`src/sv/avcc_pkg.sv`:
```
`timescale 1ns / 1ps
// ----------------------------------------------------------------------------
// avcc_pkg
// Types and constants shared by the length-prefixed payload validator.
// ----------------------------------------------------------------------------
package avcc_pkg;

   localparam int unsigned LengthWidth = 32;
   localparam int unsigned AccumWidth  = 24;

   localparam logic [LengthWidth-1:0] LIMIT_RESET = 32'd2097152;
   localparam logic [2:0]             MIN_PAYLOAD = 3'd5;
   localparam logic [7:0]             TYPE_MASK   = 8'h1F;
   localparam logic [7:0]             TYPE_SLICE  = 8'd1;
   localparam logic [7:0]             TYPE_IDR    = 8'd5;
   localparam logic [1:0]             LAST_LENGTH_BYTE = 2'd3;

   typedef enum logic [2:0] {
      REASON_OK       = 3'd0,
      REASON_SHORT    = 3'd1,
      REASON_ZERO_LEN = 3'd2,
      REASON_OVER     = 3'd3,
      REASON_TRUNC    = 3'd4,
      REASON_PARTIAL  = 3'd5,
      REASON_NO_PIC   = 3'd6
   } reason_type;

   typedef struct packed {
      logic [7:0] data_byte;
      logic       last_byte;
   } req_item_type;

   typedef struct packed {
      logic       valid_res;
      logic [2:0] fail_reason;
   } rsp_item_type;

endpackage

```
`src/sv/avcc_payload_validator.sv`:
```
`timescale 1ns / 1ps
// ----------------------------------------------------------------------------
// avcc_payload_validator
// Byte-serial checker for length-prefixed video payloads.
// ----------------------------------------------------------------------------
// The block takes one payload byte per cycle, with last_byte set on the final
// byte, and gives exactly one verdict per payload on the result channel. A
// payload is a run of units, each a 4-byte big-endian length and then that
// many body bytes; the verdict reports the failure with the lowest code as
// fail_reason (0 ok, 1 under 5 bytes, 2 zero length, 3 length above
// max_unit_length, 4 truncated unit, 5 partial length, 6 no picture unit) and
// sets valid_res only for a clean payload. Throughput is one byte per cycle
// while no verdict is stalled: the only loop is the per-byte update of the
// parse state, a 32-bit decrement and a 32-bit compare against the limit. A
// byte waits in the input register and is parsed as it leaves it, and at that
// same edge the verdict for a last byte is loaded into the result register.
// Bytes other than the last one never wait on the result channel; a last byte
// waits in the input register only while a previous verdict is still stalled
// there.
// ----------------------------------------------------------------------------
module avcc_payload_validator (
   input  logic                              clock,
   input  logic                              reset,
   input  logic                              req_valid,
   output logic                              req_stall,
   input  avcc_pkg::req_item_type            req_payload,
   output logic                              rsp_valid,
   input  logic                              rsp_stall,
   output avcc_pkg::rsp_item_type            rsp_payload,
   input  logic                              csr_valid,
   output logic                              csr_ready,
   input  logic [avcc_pkg::LengthWidth-1:0]  csr_data
);
   import avcc_pkg::*;

   // Limit register; the user must issue writes only while the block is idle, as the block does not enforce this.
   logic [LengthWidth-1:0] limit_ff;

   // Input register holding the byte about to be parsed.
   logic         in_valid_ff, in_valid_in;
   req_item_type in_item_ff;

   logic       advance;
   logic       accept;
   logic       rsp_room;
   reason_type reason;

   assign csr_ready = 1'b1;

   always_ff @(posedge clock) begin
      if (reset) begin
         limit_ff <= LIMIT_RESET;
      end else if (csr_valid) begin
         limit_ff <= csr_data;
      end
   end

   // A byte moves on unless it carries a verdict and the result register is
   // holding an earlier one that is still stalled.
   assign advance   = in_valid_ff && (!in_item_ff.last_byte || rsp_room);
   assign req_stall = in_valid_ff && !advance;
   assign accept    = req_valid && !req_stall;

   always_comb begin
      in_valid_in = in_valid_ff;
      if (accept) begin
         in_valid_in = 1'b1;
      end else if (advance) begin
         in_valid_in = 1'b0;
      end
   end

   always_ff @(posedge clock) begin
      if (reset) begin
         in_valid_ff <= 1'b0;
      end else begin
         in_valid_ff <= in_valid_in;
      end
   end

   always_ff @(posedge clock) begin
      if (accept) begin
         in_item_ff <= req_payload;
      end
   end

   avcc_parser u_parser (
      .clock           (clock),
      .reset           (reset),
      .step            (advance),
      .item            (in_item_ff),
      .max_unit_length (limit_ff),
      .reason          (reason)
   );

   avcc_rsp_stage u_rsp (
      .clock       (clock),
      .reset       (reset),
      .load        (advance && in_item_ff.last_byte),
      .reason      (reason),
      .room        (rsp_room),
      .rsp_stall   (rsp_stall),
      .rsp_valid   (rsp_valid),
      .rsp_payload (rsp_payload)
   );

   // Only a last byte can be held back, and only behind a stalled verdict.
   a_hold_cause : assert property (@(posedge clock) disable iff (reset)
      req_stall |-> (in_item_ff.last_byte && rsp_valid && rsp_stall))
      else $error("input held without a stalled verdict ahead of it");

endmodule

```
`src/sv/avcc_parser.sv`:
```
`timescale 1ns / 1ps
// ----------------------------------------------------------------------------
// avcc_parser
// Per-payload parse state and the verdict for the byte being retired.
// ----------------------------------------------------------------------------
module avcc_parser (
   input  logic                          clock,
   input  logic                          reset,
   input  logic                          step,
   input  avcc_pkg::req_item_type        item,
   input  logic [avcc_pkg::LengthWidth-1:0] max_unit_length,
   output avcc_pkg::reason_type          reason
);
   import avcc_pkg::*;

   logic [2:0]             count_ff,     count_in;
   logic                   in_body_ff,   in_body_in;
   logic [1:0]             index_ff,     index_in;
   logic [AccumWidth-1:0]  accum_ff,     accum_in;
   logic [LengthWidth-1:0] remain_ff,    remain_in;
   logic                   header_ff,    header_in;
   logic                   picture_ff,   picture_in;
   reason_type             error_ff,     error_in;

   logic [LengthWidth-1:0] length_full;
   logic [LengthWidth-1:0] remain_dec;
   logic [7:0]             unit_type;

   assign length_full = {accum_ff, item.data_byte};
   assign remain_dec  = remain_ff - 32'd1;
   assign unit_type   = item.data_byte & TYPE_MASK;

   // State after this byte, before any end-of-payload clear.
   always_comb begin
      count_in   = (count_ff < MIN_PAYLOAD) ? count_ff + 3'd1 : count_ff;
      in_body_in = in_body_ff;
      index_in   = index_ff;
      accum_in   = accum_ff;
      remain_in  = remain_ff;
      header_in  = header_ff;
      picture_in = picture_ff;
      error_in   = error_ff;
      if (error_ff == REASON_OK) begin
         if (!in_body_ff) begin
            if (index_ff != LAST_LENGTH_BYTE) begin
               index_in = index_ff + 2'd1;
               accum_in = length_full[AccumWidth-1:0];
            end else begin
               index_in = 2'd0;
               accum_in = '0;
               if (length_full == '0) begin
                  error_in = REASON_ZERO_LEN;
               end else if (length_full > max_unit_length) begin
                  error_in = REASON_OVER;
               end else begin
                  in_body_in = 1'b1;
                  remain_in  = length_full;
                  header_in  = 1'b1;
               end
            end
         end else begin
            if (header_ff) begin
               if (unit_type == TYPE_SLICE || unit_type == TYPE_IDR) begin
                  picture_in = 1'b1;
               end
               header_in = 1'b0;
            end
            remain_in = remain_dec;
            if (remain_dec == '0) begin
               in_body_in = 1'b0;
            end
         end
      end
   end

   // Verdict follows the order of the checks: first match wins.
   always_comb begin
      if (count_in < MIN_PAYLOAD) begin
         reason = REASON_SHORT;
      end else if (error_in != REASON_OK) begin
         reason = error_in;
      end else if (in_body_in) begin
         reason = REASON_TRUNC;
      end else if (index_in != 2'd0) begin
         reason = REASON_PARTIAL;
      end else if (!picture_in) begin
         reason = REASON_NO_PIC;
      end else begin
         reason = REASON_OK;
      end
   end

   always_ff @(posedge clock) begin
      if (reset || (step && item.last_byte)) begin
         count_ff   <= '0;
         in_body_ff <= 1'b0;
         index_ff   <= '0;
         accum_ff   <= '0;
         remain_ff  <= '0;
         header_ff  <= 1'b0;
         picture_ff <= 1'b0;
         error_ff   <= REASON_OK;
      end else if (step) begin
         count_ff   <= count_in;
         in_body_ff <= in_body_in;
         index_ff   <= index_in;
         accum_ff   <= accum_in;
         remain_ff  <= remain_in;
         header_ff  <= header_in;
         picture_ff <= picture_in;
         error_ff   <= error_in;
      end
   end

   a_error_codes : assert property (@(posedge clock) disable iff (reset)
      error_ff == REASON_OK || error_ff == REASON_ZERO_LEN || error_ff == REASON_OVER)
      else $error("latched error is not a length error");

   a_body_clean : assert property (@(posedge clock) disable iff (reset)
      in_body_ff |-> (index_ff == 2'd0 && accum_ff == '0))
      else $error("length gather state left over inside a unit body");

   a_remain_body : assert property (@(posedge clock) disable iff (reset)
      (remain_ff != '0) == in_body_ff)
      else $error("body count disagrees with body flag");

endmodule

```
`src/sv/avcc_rsp_stage.sv`:
```
`timescale 1ns / 1ps
// ----------------------------------------------------------------------------
// avcc_rsp_stage
// Result register that holds a verdict until the downstream side takes it.
// ----------------------------------------------------------------------------
module avcc_rsp_stage (
   input  logic                   clock,
   input  logic                   reset,
   input  logic                   load,
   input  avcc_pkg::reason_type   reason,
   output logic                   room,
   input  logic                   rsp_stall,
   output logic                   rsp_valid,
   output avcc_pkg::rsp_item_type rsp_payload
);
   import avcc_pkg::*;

   logic         valid_ff, valid_in;
   rsp_item_type item_ff,  item_in;

   // The register can take a new verdict when empty or when its transfer completes.
   assign room = !valid_ff || !rsp_stall;

   always_comb begin
      valid_in = valid_ff;
      if (load) begin
         valid_in = 1'b1;
      end else if (!rsp_stall) begin
         valid_in = 1'b0;
      end
      item_in.valid_res   = (reason == REASON_OK);
      item_in.fail_reason = reason;
   end

   always_ff @(posedge clock) begin
      if (reset) begin
         valid_ff <= 1'b0;
      end else begin
         valid_ff <= valid_in;
      end
   end

   always_ff @(posedge clock) begin
      if (load) begin
         item_ff <= item_in;
      end
   end

   assign rsp_valid   = valid_ff;
   assign rsp_payload = item_ff;

endmodule
```
`config.mk`:
```
export PLATFORM = sky130hd
export DESIGN_NAME = avcc_payload_validator
export DESIGN_NICKNAME = d
export VERILOG_FILES = /design/src/sv/avcc_pkg.sv /design/src/sv/avcc_payload_validator.sv /design/src/sv/avcc_parser.sv /design/src/sv/avcc_rsp_stage.sv
export SDC_FILE = /design/constraint.sdc
export NUM_CORES = 1
export LEC_CHECK = 0
export BUFFER_PORTS_ARGS = -buffer_cell sky130_fd_sc_hd__buf_2
export CAP_MARGIN = 10
export CORE_MARGIN = 3
export CORE_UTILIZATION = 30
export DETAILED_ROUTE_END_ITERATION = 12
export SLEW_MARGIN = 15
export SYNTH_ARGS = -nofsm -noshare
export SYNTH_HDL_FRONTEND = slang
export SYNTH_SLANG_ARGS = --single-unit
```
`constraint.sdc`:
```
create_clock -name clock -period 5.8 [get_ports clock]
set_clock_uncertainty 0.2 [all_clocks]
set_input_delay 0 -clock clock [delete_from_list [all_inputs] [get_ports clock]]
set_output_delay 0 -clock clock [all_outputs]
set_load 0.1 [all_outputs]
```
=== Word level (Yosys, flattened, before mapping) ===
Cells that the tools add are included.
W data, S select, Z words.

* Add/subtract/negate cells: 3
* Order comparisons: 3
* Equality and inequality tests: 7
* Multiplexer cells: 37
* Bitwise logic cells: 1
* Reduce and logical (&&, ||, !) cells: 22

{| class="wikitable"
|+ Operator list
! kind !! count
|-
| $mux W32 || 4
|-
| $logic_not A32 Y1 || 2
|-
| $mux W3 || 11
|-
| $gt A32 B32 Y1 || 1
|-
| $sub A32 B1 Y32 const B || 1
|-
| $mux W24 || 1
|-
| $mux W1 || 18
|-
| $ne A2 B1 Y1 const B || 4
|-
| $logic_not A3 Y1 || 2
|-
| $lt A3 B3 Y1 const B || 2
|-
| $mux W2 || 3
|-
| $eq A5 B1 Y1 const B || 1
|-
| $eq A5 B3 Y1 const B || 1
|-
| $logic_not A1 Y1 || 5
|-
| $reduce_and A5 Y1 || 1
|-
| $logic_and A1 B1 Y1 || 4
|-
| $logic_or A1 B1 Y1 || 4
|-
| $reduce_bool A2 Y1 || 2
|-
| $add A3 B1 Y3 const B || 1
|-
| $reduce_and A3 Y1 || 1
|-
| $reduce_bool A3 Y1 || 1
|-
| $add A2 B1 Y2 const B || 1
|-
| $ne A2 B2 Y1 const B || 1
|-
| $not A1 Y1 || 1
|}

* Register bits: 114
* Input port bits: 46
* Output and inout bits: 7
* Word-level logic and storage cells: 88

=== Longest topological paths before layout ===
Gate-level depths: netlist of the first run.

* Depth after elaboration: 12
* Depth in mapped cells: 12
* Depth with buffers taken out: 10

=== By module ===
From an unflattened synthesis of the first run, not the netlist that was laid out.

* Cell total of the unflattened synthesis: 842
* Area, all modules: 6920.4 µm²

{| class="wikitable"
|+ Modules (own cells, without submodules)
! module !! instances !! cells each !! area an instance (µm²) !! sequential area each (µm²)
|-
| avcc_parser || 1 || 709 || 5241.3 || 1341.3
|-
| avcc_payload_validator || 1 || 124 || 1516.5 || 930.9
|-
| avcc_rsp_stage || 1 || 9 || 162.7 || 140.1
|}

=== Worst setup path after synthesis of the first run ===
OpenSTA, ideal clock, no wires.

* Path type: register to register
* From: reg u_parser.remain_ff[0]
* To: reg u_rsp.item_ff (netlist bit u_rsp.rsp_payload[2]) (data pin)
* Setup time: 255 ps
* Arrival time: 2920 ps
* Required time: 5345 ps
* Slack: 2425 ps
* Cell stages (with the launch flop): 13
* Path buffers: 2
* Period minus slack after synthesis: 3375 ps
* Cells stage by stage: dfxtp_1 -> inv_1 -> ha_1 -> or4b_1 -> buf_6 -> or3_4 -> buf_6 -> nor3b_2 -> o21ai_1 -> a2111oi_2 -> a31oi_1 -> o32a_1 -> and2_1

* Word-level cells in the longest chain between the ends: 8

{| class="wikitable"
|+ RTL lines
! element !! line !! source
|-
| start: declaration || avcc_parser.sv:20 || <nowiki>logic [LengthWidth-1:0] remain_ff, remain_in;</nowiki>
|-
| start signal: assignment || avcc_parser.sv:108 || <nowiki>remain_ff <= remain_in;</nowiki>
|-
| $sub A32 B1 Y32 || avcc_parser.sv:30 || <nowiki>assign remain_dec = remain_ff - 32'd1;</nowiki>
|-
| $logic_not A32 Y1 || avcc_parser.sv:69 || <nowiki>if (remain_dec == '0) begin</nowiki>
|-
| $mux W1 || avcc_parser.sv:69 ||
|-
| $mux W1 || avcc_parser.sv:44 || <nowiki>if (!in_body_ff) begin</nowiki>
|-
| $mux W1 || avcc_parser.sv:43 || <nowiki>if (error_ff == REASON_OK) begin</nowiki>
|-
| $mux W3 || avcc_parser.sv:82 || <nowiki>end else if (in_body_in) begin</nowiki>
|-
| $mux W3 || avcc_parser.sv:80 || <nowiki>end else if (error_in != REASON_OK) begin</nowiki>
|-
| $mux W3 || avcc_parser.sv:78 || <nowiki>if (count_in < MIN_PAYLOAD) begin</nowiki>
|-
| named net reason[2] || avcc_payload_validator.sv:46 || <nowiki>reason_type reason;</nowiki>
|-
| end signal: assignment || avcc_rsp_stage.sv:45 || <nowiki>item_ff <= item_in;</nowiki>
|-
| end: declaration || avcc_rsp_stage.sv:19 || <nowiki>rsp_item_type item_ff, item_in;</nowiki>
|}

The timed path passes the listed nets, and every way through them passes these cells.
A chain may end at the register's enable or synchronous reset.

=== Worst setup path in the final report of the first run ===
Ends and elaborated chain as after synthesis.

==> flow_summary.ini, run 1 <==
[yosys]
synthDistinctLibCells = 70
yosys_warnings = 0
syn_area_mm2 = 0.00650
synth_seq_cells = 114
seq_area_frac_synth = 0.371
async_reset_ff_frac = 0
syn_avg_cell_area_um2 = 8.36
syn_nets = 860
synth-edff-count = 13
syn_inst = 778
ys.flop_type = dfxtp_1

[global_routing]
track_usage = 0.168
grt_max_degree = 37
antenna_found_initial = 0
grt_pass1_wl_um = 32400
grt-ovfl-total = 0
grt_pass1_vias = 6181

[critical_path]
crit_path_start = u_parser.remain_ff[0]
critPathRequiredTime_ps = 5770
path_max_fanout = 11
reg2reg_from = u_parser.remain_ff[0]
worst_ep_arrival_time_ps = 4070
r2r_slack_ps = 1700
cp-start-kind = flop
criticalPathCategory = flop to flop
end_kind = flop

[final_layout]
area_growth_pct = 27.3
fin_nets = 967
fillerInstances = 2085
stdcell_area_mm2 = 0.00828
n_antenna_cell = 0
final_common_cell = nor2_1
drive_gt1_frac = 0.130
final_cells = 1173
final_cell_mix = nor2_1 (107), dfxtp_1 (101), dlygate4sd3_1 (77)

[placement]
dpl.cell_count = 1064
place_congestion = 0.947
place_area_mm2 = 0.00691
hpwl_um = 13300
place_ws_ps = 1760
io_buffers = 51

[power]
power_density_mw_per_mm2 = 252
power.leakage_uw = 0.00355
internal_power_uw = 1590
comb_power_share = 0.101
switching_share = 0.239
p_total_uw = 2090
power_frac_seq = 0.402
ir_drop_mv = 0.209
p_clk_frac = 0.497
switchingPower_uw = 499

[detailed_routing]
routedWlPerCell_um = 16.7
drtIter0Drc = 456
via_per_inst = 5.31
drcViolationCount = 0
finalWirelength_um = 19600
dr_total_vias = 6231
first_pass_iters = 5
ant_nets = 0

[worst_hold_path]
hold_class = primary input to flop
worstHoldStart = req_payload[4]

[floorplanning]
io_pins = 53
core-area_mm2 = 0.0212
die_area_mm2 = 0.0235
start_util = 0.307
rows = 53
die_w_um = 153
die_h_um = 153

[sta]
final.setup.tns_ps = 0
worstMarginPinSlew_ps = 991
hold_violations = 0
fin_crit_ps = 4100
grt_setup_unrepaired = no
fmax_ghz = 0.244
fin_crit_sh = 0.707
final_max_slew_viol_count = 0
finalSetupViolations = 0
finalWorstSetupSlack_ps = 1700
max-slew-margin-rel = 0.338

[clock_network]
clk_latency_ps = 420
cts_tree = yes
root_buffer = clkbuf_16
cts_resized = 0
cts_inserted_buffers = 17
numClockSinks = 114
h-tree-depth = 4
clkTransAtPathRegs_ps = 60
clk_path_buf_depth = 2
post_cts_buffers = 0

[status]
status = complete, no violations

[run]
maxCapViolCount = 0
[worst paths after layout]
| check | end | depth (start not counted) |
|---|---|---|
| hold reg to reg | u_parser.index_ff[1] | 2 |
| setup / recovery | u_rsp.rsp_payload[2] | 10 |
| setup reg to reg | u_rsp.rsp_payload[2] | 10 |
| hold / removal | in_item_ff[4] | 2 |
[stage by stage]
stage	util	hold slack [ps]
floorplan	-	-101
global placement	0.327	-19.5
detailed placement	0.327	-21.9
CTS	0.391	67.9
global route	0.391	95.0
finish	0.391	92.8
[registers in the layout (all words and copies together) (netlist names), named ones only]
| register | count |
|---|---|
| in_item_ff | 9 |
| in_valid_ff | 1 |
| limit_ff | 32 |
| u_parser.accum_ff | 24 |
| u_parser.count_ff | 1 |
| u_parser.error_ff | 3 |
| u_parser.header_ff | 1 |
| u_parser.in_body_ff | 1 |
| u_parser.index_ff | 2 |
| u_parser.picture_ff | 1 |
| u_parser.remain_ff | 32 |
| u_rsp.rsp_payload | 4 |
| u_rsp.rsp_valid | 1 |
[routing by layer]
| metal | track usage | wire [um] | vias up |
|---|---|---|---|
| li1 | - | - | 3066 |
| met5 | 0 | 0 | - |
| met1 | 0.218 | 8810 | 2967 |
| met3 | 0.0297 | 903 | 38 |
| met2 | 0.281 | 9350 | 160 |
| met4 | 0.0619 | 525 | 0 |
[cells in the mapped netlist, drive strengths merged (3+ instances only)]
library cell / n / area, um2
nor2: 108 / 405
dfxtp: 101 / 2020
a21oi: 76 / 380
inv: 48 / 180
mux2i: 39 / 390
ha: 36 / 450
nand2: 36 / 135
clkbuf: 34 / 138
o21ai: 32 / 160
nor3: 29 / 156
and3: 26 / 163
a221o: 23 / 231
nand3: 21 / 105
nor4: 18 / 125
nand4: 15 / 100
buf: 14 / 121
edfxtp: 13 / 390
or3: 10 / 71.3
and2: 8 / 52.6
o31ai: 7 / 52.6
a211oi: 6 / 45.0
or2: 6 / 37.5
or4: 6 / 51.3
nor2b: 5 / 31.3
o211ai: 5 / 37.5
o22ai: 5 / 31.3
a31oi: 4 / 25.0
nand3b: 4 / 30.0
nand4b: 4 / 35.0
a2111oi: 3 / 32.5
and4: 3 / 26.3
o221a: 3 / 33.8
[cell type report]
cell class / count / area, um2 / area share
Clock inverter: 8 / 71.3 / 0.00861
Multi-Input combinational cell: 567 / 3660 / 0.442
Clock buffer: 24 / 524 / 0.0633
Inverter: 49 / 184 / 0.0222
Tap cell: 275 / 344 / 0.0416
Sequential cell: 114 / 2410 / 0.291
Timing Repair Buffer: 136 / 1090 / 0.131
[critical path: stages (launching register included)]
cell and delay, ps:
dfxtp_1 350, inv_1 100, ha_1 440, or4b_1 670, or3_4 530, nor3b_2 180, o21ai_1 110, a2111oi_2 500
a31oi_1 210, o32a_1 400, and2_1 160
[logic make-up (layout without fill, tap and decap cells)]
group	Yosys count	in the layout	synth area share
fa+ha+maj	36	36	0.0693
simple gates	304	304	0.242
other cells	1	1	0.000577
xor+xnor	3	3	0.00404
compound gates	184	184	0.185
mux	39	39	0.0600
buf+inv	97	217	0.0681
flops	114	114	0.371
[what timing repair did]
action | in CTS | in global routing
endpoints found under the setup margin | 0 | 0
hold buffers | 77 | 0
hold endpoints to repair | 52 | 0
[power groups by stage]
stage	logic [uW]	clock network (uW)	registers (uW)
global route	235	1090	843
detailed placement	167	0	856
CTS	209	1060	840
finish	211	1040	840
global placement	167	0	855
floorplan	112	0	856
Power figures use the tool's default switching activity.
==> inputs of run 2 (changes only) <==
==> constraint.sdc (replaced) <==
create_clock -name clock -period 4 [get_ports clock]
set_clock_uncertainty 0.2 [all_clocks]
set_input_delay 0 -clock clock [delete_from_list [all_inputs] [get_ports clock]]
set_output_delay 0 -clock clock [all_outputs]
set_load 0.1 [all_outputs]
==> flow_summary.ini, run 2 (synthesized netlist as in run 1, its figures left out) <==
[status]
status = complete, no violations

[sta]
final_max_slew_viol_count = 0
worstMarginPinSlew_ps = 959
fin_crit_sh = 0.929
grt_setup_unrepaired = no
fin_crit_ps = 3720
hold_violations = 0
finalSetupViolations = 0
fmax_ghz = 0.269
max-slew-margin-rel = 0.361
final.setup.tns_ps = 0

[final_layout]
seq_area_mm2 = 0.00241
reg_top3 = limit_ff (32), u_parser.remain_ff (32), u_parser.accum_ff (24)
fillerInstances = 2092
drive_gt1_frac = 0.145
fin_nets = 989
n_antenna_cell = 0
area_growth_pct = 28.7
final_common_cell = nor2_1
final_util = 0.396
multi_input_area_mm2 = 0.00365
final_cell_mix = nor2_1 (108), dfxtp_1 (101), dlygate4sd3_1 (77)

[clock_network]
cts_tree = yes
h-tree-depth = 4
cts_resized = 0
clk_path_buf_depth = 2
clkTransAtPathRegs_ps = 50
numClockSinks = 114
post_cts_buffers = 0
clk_latency_ps = 410
cts_inserted_buffers = 17
cts_hold_buf = 77
root_buffer = clkbuf_16

[power]
power_frac_seq = 0.421
power.leakage_uw = 0.00362
p_total_uw = 2890
switchingPower_uw = 700
comb_power_share = 0.109
ir_drop_mv = 0.272
switching_share = 0.242
internal_power_uw = 2190
p_clk_frac = 0.470
power_density_mw_per_mm2 = 345

[critical_path]
r2r_cells = 10
cp-start-kind = flop
worst_ep_arrival_time_ps = 3680
end_kind = flop
path_max_fanout = 11
critPathRequiredTime_ps = 3960
criticalPathCategory = flop to flop

[worst_hold_path]
hold_class = primary input to flop
holdPathStages = 3

[floorplanning]
die_area_mm2 = 0.0235
die_w_um = 153
rows = 53
die_h_um = 153
start_util = 0.307
core-area_mm2 = 0.0212
io_pins = 53

[detailed_routing]
drtIter0Drc = 422
routedWlPerCell_um = 16.5
dr_total_vias = 6331
first_pass_iters = 5
ant_nets = 0
finalWirelength_um = 19700
drcViolationCount = 0
via_per_inst = 5.30

[global_routing]
grt_max_degree = 36
track_usage = 0.169
grt_pass1_vias = 6244
grt-ovfl-total = 0
grt_pass1_wl_um = 32300
antenna_found_initial = 0

[run]
maxCapViolCount = 0

[placement]
hpwl_um = 13700
io_buffers = 51
place_congestion = 0.916
run 2: power groups by stage:
stage / registers, uW / logic [uW] / clock network (uW)
2_1_floorplan: 1240 / 162 / 0
3_3_place_gp: 1240 / 247 / 0
3_5_place_dp: 1240 / 250 / 0
4_1_cts: 1220 / 310 / 1380
5_1_grt: 1220 / 352 / 1450
6_report: 1220 / 314 / 1360
run 2: metrics by stage:
step	hold slack, ps	instances	instance area (um2)	setup slack [ps]
after floorplan	-101	778	6500	625
after global placement	-22.7	1086	7080	367
after detailed placement	-21.8	1086	7080	311
after CTS	75.1	1194	8370	297
after global routing	96.6	1194	8370	114
final	78.9	1194	8370	283
run 2: final cells by class:
type	instances	area share
clock inverter	4	0.00284
inverter	49	0.0220
multi-input combinational	567	0.436
timing repair buffer	158	0.149
tap	275	0.0411
clock buffer	27	0.0601
sequential	114	0.288
run 2: worst max-delay path, stage by stage, from the launching register on:
cell	delay, ps
dfxtp_1	350
inv_1	100
ha_1	180
or4b_1	620
or3_4	520
nor3b_2	170
o21ai_1	90
a2111oi_2	470
a31oi_1	210
o32a_1	400
and2_1	160
run 2: path summary, 6_finish.rpt:
kind / from / end / slack, ps
worst max register to register: u_parser.remain_ff[0] / u_rsp.rsp_payload[2] / 280
worst min-delay path: csr_valid / limit_ff[21] / 80
worst min register to register: u_parser.index_ff[1] / u_parser.index_ff[1] / 270
worst max-delay path: u_parser.remain_ff[0] / u_rsp.rsp_payload[2] / 280
run 2: metal layers:
metal  share of wire  vias to the layer above  GRT usage
met2            0.48                      187      0.285
met1            0.44                     2993      0.215
met4           0.031                        0     0.0675
met3           0.043                       37     0.0292
li1                -                     3114          -
met5               0                        -          0
